[config.mk]
export PLATFORM = sky130hd
export DESIGN_NAME = xoroshiro128_plus_generator_unit
export DESIGN_NICKNAME = d
export VERILOG_FILES = /design/src/hdl/xrsh_pkg.sv /design/src/hdl/xrsh_cfg.sv /design/src/hdl/xrsh_step.sv /design/src/hdl/xoroshiro128_plus_generator_unit.sv
export SDC_FILE = /design/constraint.sdc
export NUM_CORES = 2
export LEC_CHECK = 0
export BUFFER_PORTS_ARGS = -buffer_cell sky130_fd_sc_hd__buf_2
export CAP_MARGIN = 20
export CELL_PAD_IN_SITES_DETAIL_PLACEMENT = 0
export CELL_PAD_IN_SITES_GLOBAL_PLACEMENT = 1
export CORE_MARGIN = 1
export CORE_UTILIZATION = 31
export CTS_BUF_LIST = sky130_fd_sc_hd__clkbuf_8
export DETAILED_ROUTE_END_ITERATION = 16
export PLACE_DENSITY_LB_ADDON = 0.15
export SLEW_MARGIN = 20
export SYNTH_ARGS = -nofsm -noshare
export SYNTH_HDL_FRONTEND = slang
export SYNTH_SLANG_ARGS = --single-unit
[constraint.sdc]
create_clock -name clk -period 10.05 [get_ports clk]
set_input_delay 0.5025 -clock clk [delete_from_list [all_inputs] [get_ports clk]]
set_output_delay 0.5025 -clock clk [all_outputs]
set_load 0.02 [all_outputs]
[src/hdl/xrsh_pkg.sv]
package xrsh_pkg;

  localparam int Iterations = 1;

  localparam int WordWidth  = 64;
  localparam int HalfWidth  = 32;
  localparam int ShiftWidth = 6;
  localparam int KindWidth  = 2;
  localparam int IndexWidth = 2;

  localparam logic [KindWidth-1:0] KIND_SEED   = 2'd0;
  localparam logic [KindWidth-1:0] KIND_DRAW64 = 2'd1;
  localparam logic [KindWidth-1:0] KIND_DRAW32 = 2'd2;

  localparam logic [IndexWidth-1:0] REG_ROTATE_A = 2'd0;
  localparam logic [IndexWidth-1:0] REG_SHIFT_B  = 2'd1;
  localparam logic [IndexWidth-1:0] REG_ROTATE_C = 2'd2;

  localparam logic [ShiftWidth-1:0] ROTATE_A_RESET = 6'd24;
  localparam logic [ShiftWidth-1:0] SHIFT_B_RESET  = 6'd16;
  localparam logic [ShiftWidth-1:0] ROTATE_C_RESET = 6'd37;

  typedef logic [WordWidth-1:0] word_t;

  typedef struct packed {
    logic [ShiftWidth-1:0] rotate_a;
    logic [ShiftWidth-1:0] shift_b;
    logic [ShiftWidth-1:0] rotate_c;
  } cfg_t;

  function automatic word_t rotl(input word_t x, input logic [ShiftWidth-1:0] k);
    logic [2*WordWidth-1:0] both;
    both = {x, x} << k;
    return both[2*WordWidth-1:WordWidth];
  endfunction

endpackage

[src/hdl/xrsh_cfg.sv]
module xrsh_cfg (
  input  logic                            clk,
  input  logic                            rst,
  input  logic                            cfg_write,
  input  logic [xrsh_pkg::IndexWidth-1:0] cfg_index,
  input  logic [xrsh_pkg::ShiftWidth-1:0] cfg_data,
  output xrsh_pkg::cfg_t                  cfg
);

  always_ff @(posedge clk) begin
    if (rst) begin
      cfg.rotate_a <= xrsh_pkg::ROTATE_A_RESET;
      cfg.shift_b  <= xrsh_pkg::SHIFT_B_RESET;
      cfg.rotate_c <= xrsh_pkg::ROTATE_C_RESET;
    end else if (cfg_write) begin
      case (cfg_index)
        xrsh_pkg::REG_ROTATE_A: cfg.rotate_a <= cfg_data;
        xrsh_pkg::REG_SHIFT_B:  cfg.shift_b  <= cfg_data;
        xrsh_pkg::REG_ROTATE_C: cfg.rotate_c <= cfg_data;
        default: ;
      endcase
    end
  end

endmodule

[src/hdl/xrsh_step.sv]
module xrsh_step (
  input  xrsh_pkg::cfg_t  cfg,
  input  xrsh_pkg::word_t first_in,
  input  xrsh_pkg::word_t second_in,
  output xrsh_pkg::word_t first_out,
  output xrsh_pkg::word_t second_out,
  output xrsh_pkg::word_t sum
);

  xrsh_pkg::word_t first_s  [xrsh_pkg::Iterations+1];
  xrsh_pkg::word_t second_s [xrsh_pkg::Iterations+1];
  xrsh_pkg::word_t mix_s    [xrsh_pkg::Iterations];

  assign first_s[0]  = first_in;
  assign second_s[0] = second_in;

  for (genvar i = 0; i < xrsh_pkg::Iterations; i++) begin : g_adv
    assign mix_s[i]      = first_s[i] ^ second_s[i];
    assign first_s[i+1]  = xrsh_pkg::rotl(first_s[i], cfg.rotate_a) ^ mix_s[i]
                           ^ (mix_s[i] << cfg.shift_b);
    assign second_s[i+1] = xrsh_pkg::rotl(mix_s[i], cfg.rotate_c);
  end

  // value of the last advance, taken before it
  assign sum        = first_s[xrsh_pkg::Iterations-1] + second_s[xrsh_pkg::Iterations-1];
  assign first_out  = first_s[xrsh_pkg::Iterations];
  assign second_out = second_s[xrsh_pkg::Iterations];

endmodule

[src/hdl/xoroshiro128_plus_generator_unit.sv]
// channel | direction | handshake          | payload
// input   | in        | in_valid, in_stall | kind, seed_first, seed_second
// output  | out       | out_valid, out_stall | random_value
// config  | in        | cfg_write          | cfg_index, cfg_data
//
// one word per cycle sustained while the result register is free; a result passes
// through the input register and then the result register
// the state update (xor, rotate, shift) runs from the state registers back into them,
// and one 64-bit add of the state words feeds the result register
// rst clears both state words, the held sum, the half phase and both stages
// while a result waits under out_stall one more input word is still taken
module xoroshiro128_plus_generator_unit (
  input  logic                            clk,
  input  logic                            rst,
  input  logic                            in_valid,
  output logic                            in_stall,
  input  logic [xrsh_pkg::KindWidth-1:0]  kind,
  input  logic [xrsh_pkg::WordWidth-1:0]  seed_first,
  input  logic [xrsh_pkg::WordWidth-1:0]  seed_second,
  output logic                            out_valid,
  input  logic                            out_stall,
  output logic [xrsh_pkg::WordWidth-1:0]  random_value,
  input  logic                            cfg_write,
  input  logic [xrsh_pkg::IndexWidth-1:0] cfg_index,
  input  logic [xrsh_pkg::ShiftWidth-1:0] cfg_data
);

  xrsh_pkg::cfg_t cfg;

  logic                           s1_valid;
  logic [xrsh_pkg::KindWidth-1:0] s1_kind;
  xrsh_pkg::word_t                s1_seed_first;
  xrsh_pkg::word_t                s1_seed_second;

  xrsh_pkg::word_t word_first;
  xrsh_pkg::word_t word_second;
  xrsh_pkg::word_t held_sum;
  logic            half_phase;

  xrsh_pkg::word_t first_adv;
  xrsh_pkg::word_t second_adv;
  xrsh_pkg::word_t sum;

  logic s1_has_result;
  logic s1_go;
  logic accept;

  xrsh_cfg u_cfg (
    .clk       (clk),
    .rst       (rst),
    .cfg_write (cfg_write),
    .cfg_index (cfg_index),
    .cfg_data  (cfg_data),
    .cfg       (cfg)
  );

  xrsh_step u_step (
    .cfg        (cfg),
    .first_in   (word_first),
    .second_in  (word_second),
    .first_out  (first_adv),
    .second_out (second_adv),
    .sum        (sum)
  );

  assign s1_has_result = (s1_kind == xrsh_pkg::KIND_DRAW64) ||
                         (s1_kind == xrsh_pkg::KIND_DRAW32);
  assign s1_go    = s1_valid && (!s1_has_result || !out_valid || !out_stall);
  assign in_stall = s1_valid && !s1_go;
  assign accept   = in_valid && !in_stall;

  always_ff @(posedge clk) begin
    if (rst) begin
      s1_valid <= 1'b0;
    end else if (accept) begin
      s1_valid <= 1'b1;
    end else if (s1_go) begin
      s1_valid <= 1'b0;
    end
  end

  always_ff @(posedge clk) begin
    if (accept) begin
      s1_kind        <= kind;
      s1_seed_first  <= seed_first;
      s1_seed_second <= seed_second;
    end
  end

  always_ff @(posedge clk) begin
    if (rst) begin
      word_first  <= '0;
      word_second <= '0;
      held_sum    <= '0;
      half_phase  <= 1'b0;
    end else if (s1_go) begin
      case (s1_kind)
        xrsh_pkg::KIND_SEED: begin
          word_first  <= s1_seed_first;
          word_second <= s1_seed_second;
          half_phase  <= 1'b0;
        end
        xrsh_pkg::KIND_DRAW64: begin
          word_first  <= first_adv;
          word_second <= second_adv;
        end
        xrsh_pkg::KIND_DRAW32: begin
          if (!half_phase) begin
            word_first  <= first_adv;
            word_second <= second_adv;
            held_sum    <= sum;
          end
          half_phase <= !half_phase;
        end
        default: ;
      endcase
    end
  end

  always_ff @(posedge clk) begin
    if (rst) begin
      out_valid <= 1'b0;
    end else if (s1_go && s1_has_result) begin
      out_valid <= 1'b1;
    end else if (!out_stall) begin
      out_valid <= 1'b0;
    end
  end

  always_ff @(posedge clk) begin
    if (s1_go && s1_has_result) begin
      if (s1_kind == xrsh_pkg::KIND_DRAW64) begin
        random_value <= sum;
      end else if (!half_phase) begin
        random_value <= {{xrsh_pkg::HalfWidth{1'b0}}, sum[xrsh_pkg::HalfWidth-1:0]};
      end else begin
        random_value <= {{xrsh_pkg::HalfWidth{1'b0}},
                         held_sum[xrsh_pkg::WordWidth-1:xrsh_pkg::HalfWidth]};
      end
    end
  end

endmodule
# ---- Yosys cells after proc, flatten, opt, wreduce, memory -nomap -nowiden
# Index checks and enable logic that the tools add are counted.
dict set report totals {
  mem_bits_rw 0
  reg_bits 407
  memories 0
  wordCells 62
  latchBits 0
  romBits 0
}
dict set report op_classes {
  mul 0
  muxes 11
  bitwise_logic 4
  shift 3
  div 0
  n_reduce_logical 24
  n_eq_ne 6
  n_lt_le_gt_ge 0
  addsub 1
}
# op n
set ops {}
lappend ops {{$pmux W64 S3} 2}
lappend ops {{$shl A128 B6 Y128} 2}
lappend ops {{$mux W64} 3}
lappend ops {{$xor A64 B64 Y64} 3}
lappend ops {{$add A64 B64 Y64} 1}
lappend ops {{$shl A64 B6 Y64} 1}
lappend ops {{$mux W32} 1}
lappend ops {{$reduce_and A2 Y1} 4}
lappend ops {{$logic_not A1 Y1} 6}
lappend ops {{$reduce_and A3 Y1} 2}
lappend ops {{$eq A2 B1 Y1 const B} 2}
lappend ops {{$eq A2 B2 Y1 const B} 2}
lappend ops {{$logic_and A1 B1 Y1} 4}
lappend ops {{$logic_not A2 Y1} 2}
lappend ops {{$mux W1} 4}
lappend ops {{$reduce_bool A2 Y1} 2}
lappend ops {{$logic_or A1 B1 Y1} 3}
lappend ops {{$reduce_bool A3 Y1} 1}
lappend ops {{$ne A2 B1 Y1 const B} 1}
lappend ops {{$ne A2 B2 Y1 const B} 1}
lappend ops {{$pmux W1 S2} 1}
lappend ops {{$not A1 Y1} 1}

# ---- Depth between registers and ports, before layout
dict set report depth {
  ltp_word 11
  mapped_depth 14
  ltp_nobuf 11
}

# ---- By module
# A second synthesis with hierarchy kept.
dict set report unflattened {
  cells_unflattened 3340
  hier_area_um2 32665.1
}
# mod area_per_inst_um2 instances cells_per_inst seq_area_each_um2
set modules_own_cells {}
lappend modules_own_cells {xrsh_step 17266.6 1 2235 0.0}
lappend modules_own_cells {xoroshiro128_plus_generator_unit 14627.8 1 1028 9088.7}
lappend modules_own_cells {xrsh_cfg 770.7 1 77 360.3}

# ---- Worst setup path before layout
# Ideal clock, no wire load.
dict set report synth_timing {
  path_kind {flip-flop to flip-flop}
  startpoint {register s1_kind[0] (netlist name)}
  endpoint {register s1_kind[0] (netlist name), enable pin}
  slack_ns 5.120
  path_stages_with_launch 8
  setup_time_ns 0.505
  arrival_ns 4.426
  required_time_ns 9.545
  cell_sequence {edfxtp_1 -> inv_1 -> ha_1 -> clkbuf_1 -> clkbuf_1 -> clkbuf_1 -> nand4_1 -> and2_1}
}
dict set report synth_between {
  elab_chain_len 10
}
# element line_no
set synth_rtl {}
lappend synth_rtl {{start: declaration} xoroshiro128_plus_generator_unit.sv:31} ;# logic [xrsh_pkg::KindWidth-1:0] s1_kind;
lappend synth_rtl {{start signal: assignment} xoroshiro128_plus_generator_unit.sv:84} ;# s1_kind <= kind;
lappend synth_rtl {{$eq A2 B1 Y1 or $eq A2 B2 Y1 (tied branches)} {xoroshiro128_plus_generator_unit.sv:66, xoroshiro128_plus_generator_unit.sv:67}}
lappend synth_rtl {{$logic_or A1 B1 Y1 (*)} xoroshiro128_plus_generator_unit.sv:66} ;# assign s1_has_result = (s1_kind == xrsh_pkg::KIND_DRAW64) ||
lappend synth_rtl {{$logic_not A1 Y1 (*)} xoroshiro128_plus_generator_unit.sv:68} ;# assign s1_go = s1_valid && (!s1_has_result || !out_valid || !out_stall);
lappend synth_rtl {{$logic_or A1 B1 Y1 (*) (2 in series)} xoroshiro128_plus_generator_unit.sv:68}
lappend synth_rtl {{$logic_and A1 B1 Y1 (*)} xoroshiro128_plus_generator_unit.sv:68}
lappend synth_rtl {{$logic_not A1 Y1 (*)} xoroshiro128_plus_generator_unit.sv:69} ;# assign in_stall = s1_valid && !s1_go;
lappend synth_rtl {{$logic_and A1 B1 Y1 (*)} xoroshiro128_plus_generator_unit.sv:69}
lappend synth_rtl {{$logic_not A1 Y1 (*)} xoroshiro128_plus_generator_unit.sv:70} ;# assign accept = in_valid && !in_stall;
lappend synth_rtl {{$logic_and A1 B1 Y1 (*)} xoroshiro128_plus_generator_unit.sv:70}
lappend synth_rtl {{named net accept} xoroshiro128_plus_generator_unit.sv:46} ;# logic accept;
# Mark *: on every way through the listed nets, which the timed path passes. The rest lies on a longest branch.
# A chain may end at the register's enable or synchronous reset.

# ---- Worst setup path in the final report
dict set report layout_timing {
  startpoint {register word_first[3]}
  endpoint {register random_value[63] (netlist name), data pin}
}
dict set report layout_between {
  elab_chain_len 2
}
# element line_no
set layout_rtl {}
lappend layout_rtl {{start: declaration} xoroshiro128_plus_generator_unit.sv:35} ;# xrsh_pkg::word_t word_first;
lappend layout_rtl {{start signal: assignment} xoroshiro128_plus_generator_unit.sv:99} ;# word_first <= s1_seed_first;
lappend layout_rtl {{start signal: assignment} xoroshiro128_plus_generator_unit.sv:104} ;# word_first <= first_adv;
lappend layout_rtl {{start signal: assignment} xoroshiro128_plus_generator_unit.sv:109} ;# word_first <= first_adv;
lappend layout_rtl {{$add A64 B64 Y64} xrsh_step.sv:25} ;# assign sum = first_s[xrsh_pkg::Iterations-1] + second_s[xrsh_pkg::Iterations-1];
lappend layout_rtl {{$mux W64} xoroshiro128_plus_generator_unit.sv:132} ;# if (s1_kind == xrsh_pkg::KIND_DRAW64) begin
lappend layout_rtl {{end signal: assignment} xoroshiro128_plus_generator_unit.sv:133} ;# random_value <= sum;
lappend layout_rtl {{end signal: assignment} xoroshiro128_plus_generator_unit.sv:135} ;# random_value <= {{xrsh_pkg::HalfWidth{1'b0}}, sum[xrsh_pkg::HalfWidth-1:0]};
lappend layout_rtl {{end signal: assignment} xoroshiro128_plus_generator_unit.sv:137} ;# random_value <= {{xrsh_pkg::HalfWidth{1'b0}},
lappend layout_rtl {{end: declaration} xoroshiro128_plus_generator_unit.sv:22} ;# output logic [xrsh_pkg::WordWidth-1:0] random_value,
# Every way passes these cells.

==> results.py <==
metrics = {
    "clock_tree": {
        "clkTransAtPathRegs_ns": 0.06,
        "clk_latency_ns": 0.78,
        "clock-sinks": 375,
        "cts_root_buffer": "clkbuf_8",
        "cts_resized": 0,
        "postCtsSetupRepairBufs": 0,
        "numCtsBuffers": 74,
        "clockBufferDepth": 3,
        "ctsHoldBuffers": 132,
        "tritoncts": "built",
        "h-tree-depth": 3,
    },
    "synthesis": {
        "synth_seq_area_share": 0.289,
        "synthesis.area_um2": 32700,
        "avgSynthCellArea_um2": 10.1,
        "syn_inst": 3218,
        "synth_area_leader_cell": "mux4_2",
        "synthMostInstantiatedCell": "a21oi_1",
        "ys_warn_count": 0,
        "synth_area_leaders": "mux4_2 (20%), edfxtp_1 (18%), dfxtp_1 (11%), mux2i_1 (8.1%), a21oi_1 (4.8%)",
        "ys_types": 85,
        "synthTopCellsByCount": "a21oi_1 (313), mux4_2 (291), nand2_1 (278), mux2i_1 (264), clkbuf_1 (224)",
        "syn-num-nets": 3429,
        "ys_seq_elements": 375,
        "async_reset_ff_frac": 0,
        "synth_edf_count": 194,
        "synth_top_area_share": 0.201,
        "yosys_most_used_dff": "edfxtp_1",
    },
    "detailed_routing": {
        "viasPerCell": 6.22,
        "routed_wl_um": 171000,
        "routedWlPerCell_um": 35.4,
        "drt_iter0_drc": 3729,
        "firstDrtPassIters": 6,
        "vias": 30068,
        "drc": 0,
        "antenna_left": 0,
    },
    "critical_path": {
        "required_ns": 10.48,
        "reg2reg_from": "word_first[3]$_SDFFE_PP0P_",
        "worst-path-max-fanout": 16,
        "arrival_ns": 5.62,
        "ff2ff_path_depth": 10,
        "cp-start-kind": "flip-flop",
        "r2r-end": "random_value[63]$_SDFFCE_PN0P_",
        "rrSetupSlack_ns": 4.86,
        "end_kind": "flip-flop",
        "setup.worst_path.class": "reg -> reg",
    },
    "sta": {
        "tns_ns": 0,
        "period_share": 0.516,
        "maxSlewViolCount": 0,
        "fin_crit_ns": 5.19,
        "final-hold-violation-count": 0,
        "setup_violations": 0,
        "max_freq_mhz": 193,
        "max_slew_margin": 0.190,
        "grt_setup_unrepaired": "false",
        "worst_pin_slew_ns": 1.21,
        "finalClockSkew_ns": 0.0769,
    },
    "hold_path": {
        "hp-class": "in -> reg",
        "min-delay-start": "cfg_data[2]",
        "hold_end": "u_cfg.cfg[2]$_SDFFE_PP1P_",
        "holdPathStages": 3,
    },
    "global_routing": {
        "grt_pass1_vias": 28699,
        "grt_pass1_wl_um": 236000,
        "grt_usage": 0.315,
        "grt_max_degree": 79,
        "overflow": 0,
        "antenna_found_initial": 13,
    },
    "floorplanning": {
        "fp.dieW_um": 327,
        "die-area_um2": 107000,
        "ios": 209,
        "rows": 118,
        "coreArea_um2": 104000,
        "initial_core_util": 0.314,
        "die_y_um": 327,
    },
    "pwr": {
        "power.ir.vdd_worst_mv": 0.0860,
        "power_density_nw_per_um2": 150,
        "power_mw": 5.64,
        "p_leak_nw": 14.2,
    },
    "outcome": {
        "outcome": "finished clean",
    },
    "place": {
        "io_buffers": 208,
        "gp_congestion": 1.02,
        "hpwl_um": 129000,
    },
    "job": {
        "drv_cap": 0,
    },
    "layout": {
        "drive_gt1_frac": 0.242,
        "area_growth_pct": 15.2,
        "fin_nets": 3591,
    },
}
[layer usage]
layer | up-vias | share of wire | GRT usage
met5 | - | 0.00011 | 0
met4 | 4 | 0.047 | 0.139
li1 | 12708 | - | -
met2 | 1756 | 0.42 | 0.459
met3 | 300 | 0.099 | 0.0816
met1 | 15300 | 0.43 | 0.436
[sequential cells by signal, summed over array words and instances (netlist names), 2 cells and up]
register,cells
held_sum,32
random_value,64
s1_kind,2
s1_seed_first,64
s1_seed_second,64
u_cfg.cfg,18
word_first,64
word_second,64
[how the worst max path moves through the flow]
stage                                from  cells after the start                              to  slack, ns
4_1_cts        word_first[3]$_SDFFE_PP0P_                     10  random_value[63]$_SDFFCE_PN0P_       5.08
6_report       word_first[3]$_SDFFE_PP0P_                     10  random_value[63]$_SDFFCE_PN0P_       4.86
2_1_floorplan        s1_kind[0]$_DFFE_PP_                      7            s1_kind[0]$_DFFE_PP_       5.12
3_5_place_dp   word_first[3]$_SDFFE_PP0P_                     10  random_value[63]$_SDFFCE_PN0P_       5.14
3_3_place_gp   word_first[3]$_SDFFE_PP0P_                     10  random_value[63]$_SDFFCE_PN0P_       5.10
5_1_grt        word_first[3]$_SDFFE_PP0P_                     10  random_value[63]$_SDFFCE_PN0P_       4.60
[layout make-up]
type                       count  area (um^2)
antenna                       10         25.0
fill                       10488        66300
tap                         1380         1730
inverter                      44          170
multi-input combinational   2473        21700
timing repair buffer         412         2940
clock inverter                60          473
sequential                   375         9480
clock buffer                  78         1070
[cells in the final DEF, fill, tap and decap left out, types with 125 or more instances in the layout]
cell type / instances
a21oi_1: 313
buf_2: 208
dfxtp_1: 167
dlygate4sd3_1: 132
edfxtp_1: 194
mux2i_1: 264
mux4_2: 291
nand2_1: 277
nor2_1: 198
o21ai_0: 176
xnor2_1: 125
[critical path: stages (launching register included)]
cell       delay (ns)
dfxtp_1          0.43
ha_1             0.86
o21ai_0          0.31
o21ai_1          0.58
nand2_1          0.22
o311ai_1         0.54
nand2_1          0.22
o2111ai_1        0.79
a311oi_1         0.19
nor3b_1          0.64
nor2_1           0.08
[stage by stage]
| step | std cells | cell area, um^2 | util | hold WS, ns | setup slack (ns) |
|---|---|---|---|---|---|
| after detailed placement | 4551 | 34700 | 0.334 | 0.450 | 5.14 |
| final | 4832 | 37600 | 0.362 | 0.0734 | 4.86 |
| after CTS | 4821 | 37600 | 0.361 | 0.00645 | 5.08 |
| after global placement | 4551 | 34700 | 0.334 | 0.442 | 5.10 |
| after floorplan | 3218 | 32700 | - | 0.437 | 5.12 |
| after global routing | 4824 | 37600 | 0.362 | 0.0460 | 4.60 |
[cells by family after synthesis]
group / Yosys count / share of synthesized area
adders and majority gates: 68 / 0.0263
buffers and inverters: 370 / 0.0470
DFF: 375 / 0.289
and+or+nand+nor: 726 / 0.102
xor gates and xnor gates: 176 / 0.0478
AOI/OAI and AO/OA: 826 / 0.154
muxes: 677 / 0.334
[where the power goes]
group / internal [mW] / switching (mW)
clock network: 0.893 / 0.794
registers: 1.71 / 0.167
logic: 0.765 / 1.31
Power figures use the tool's default switching activity.
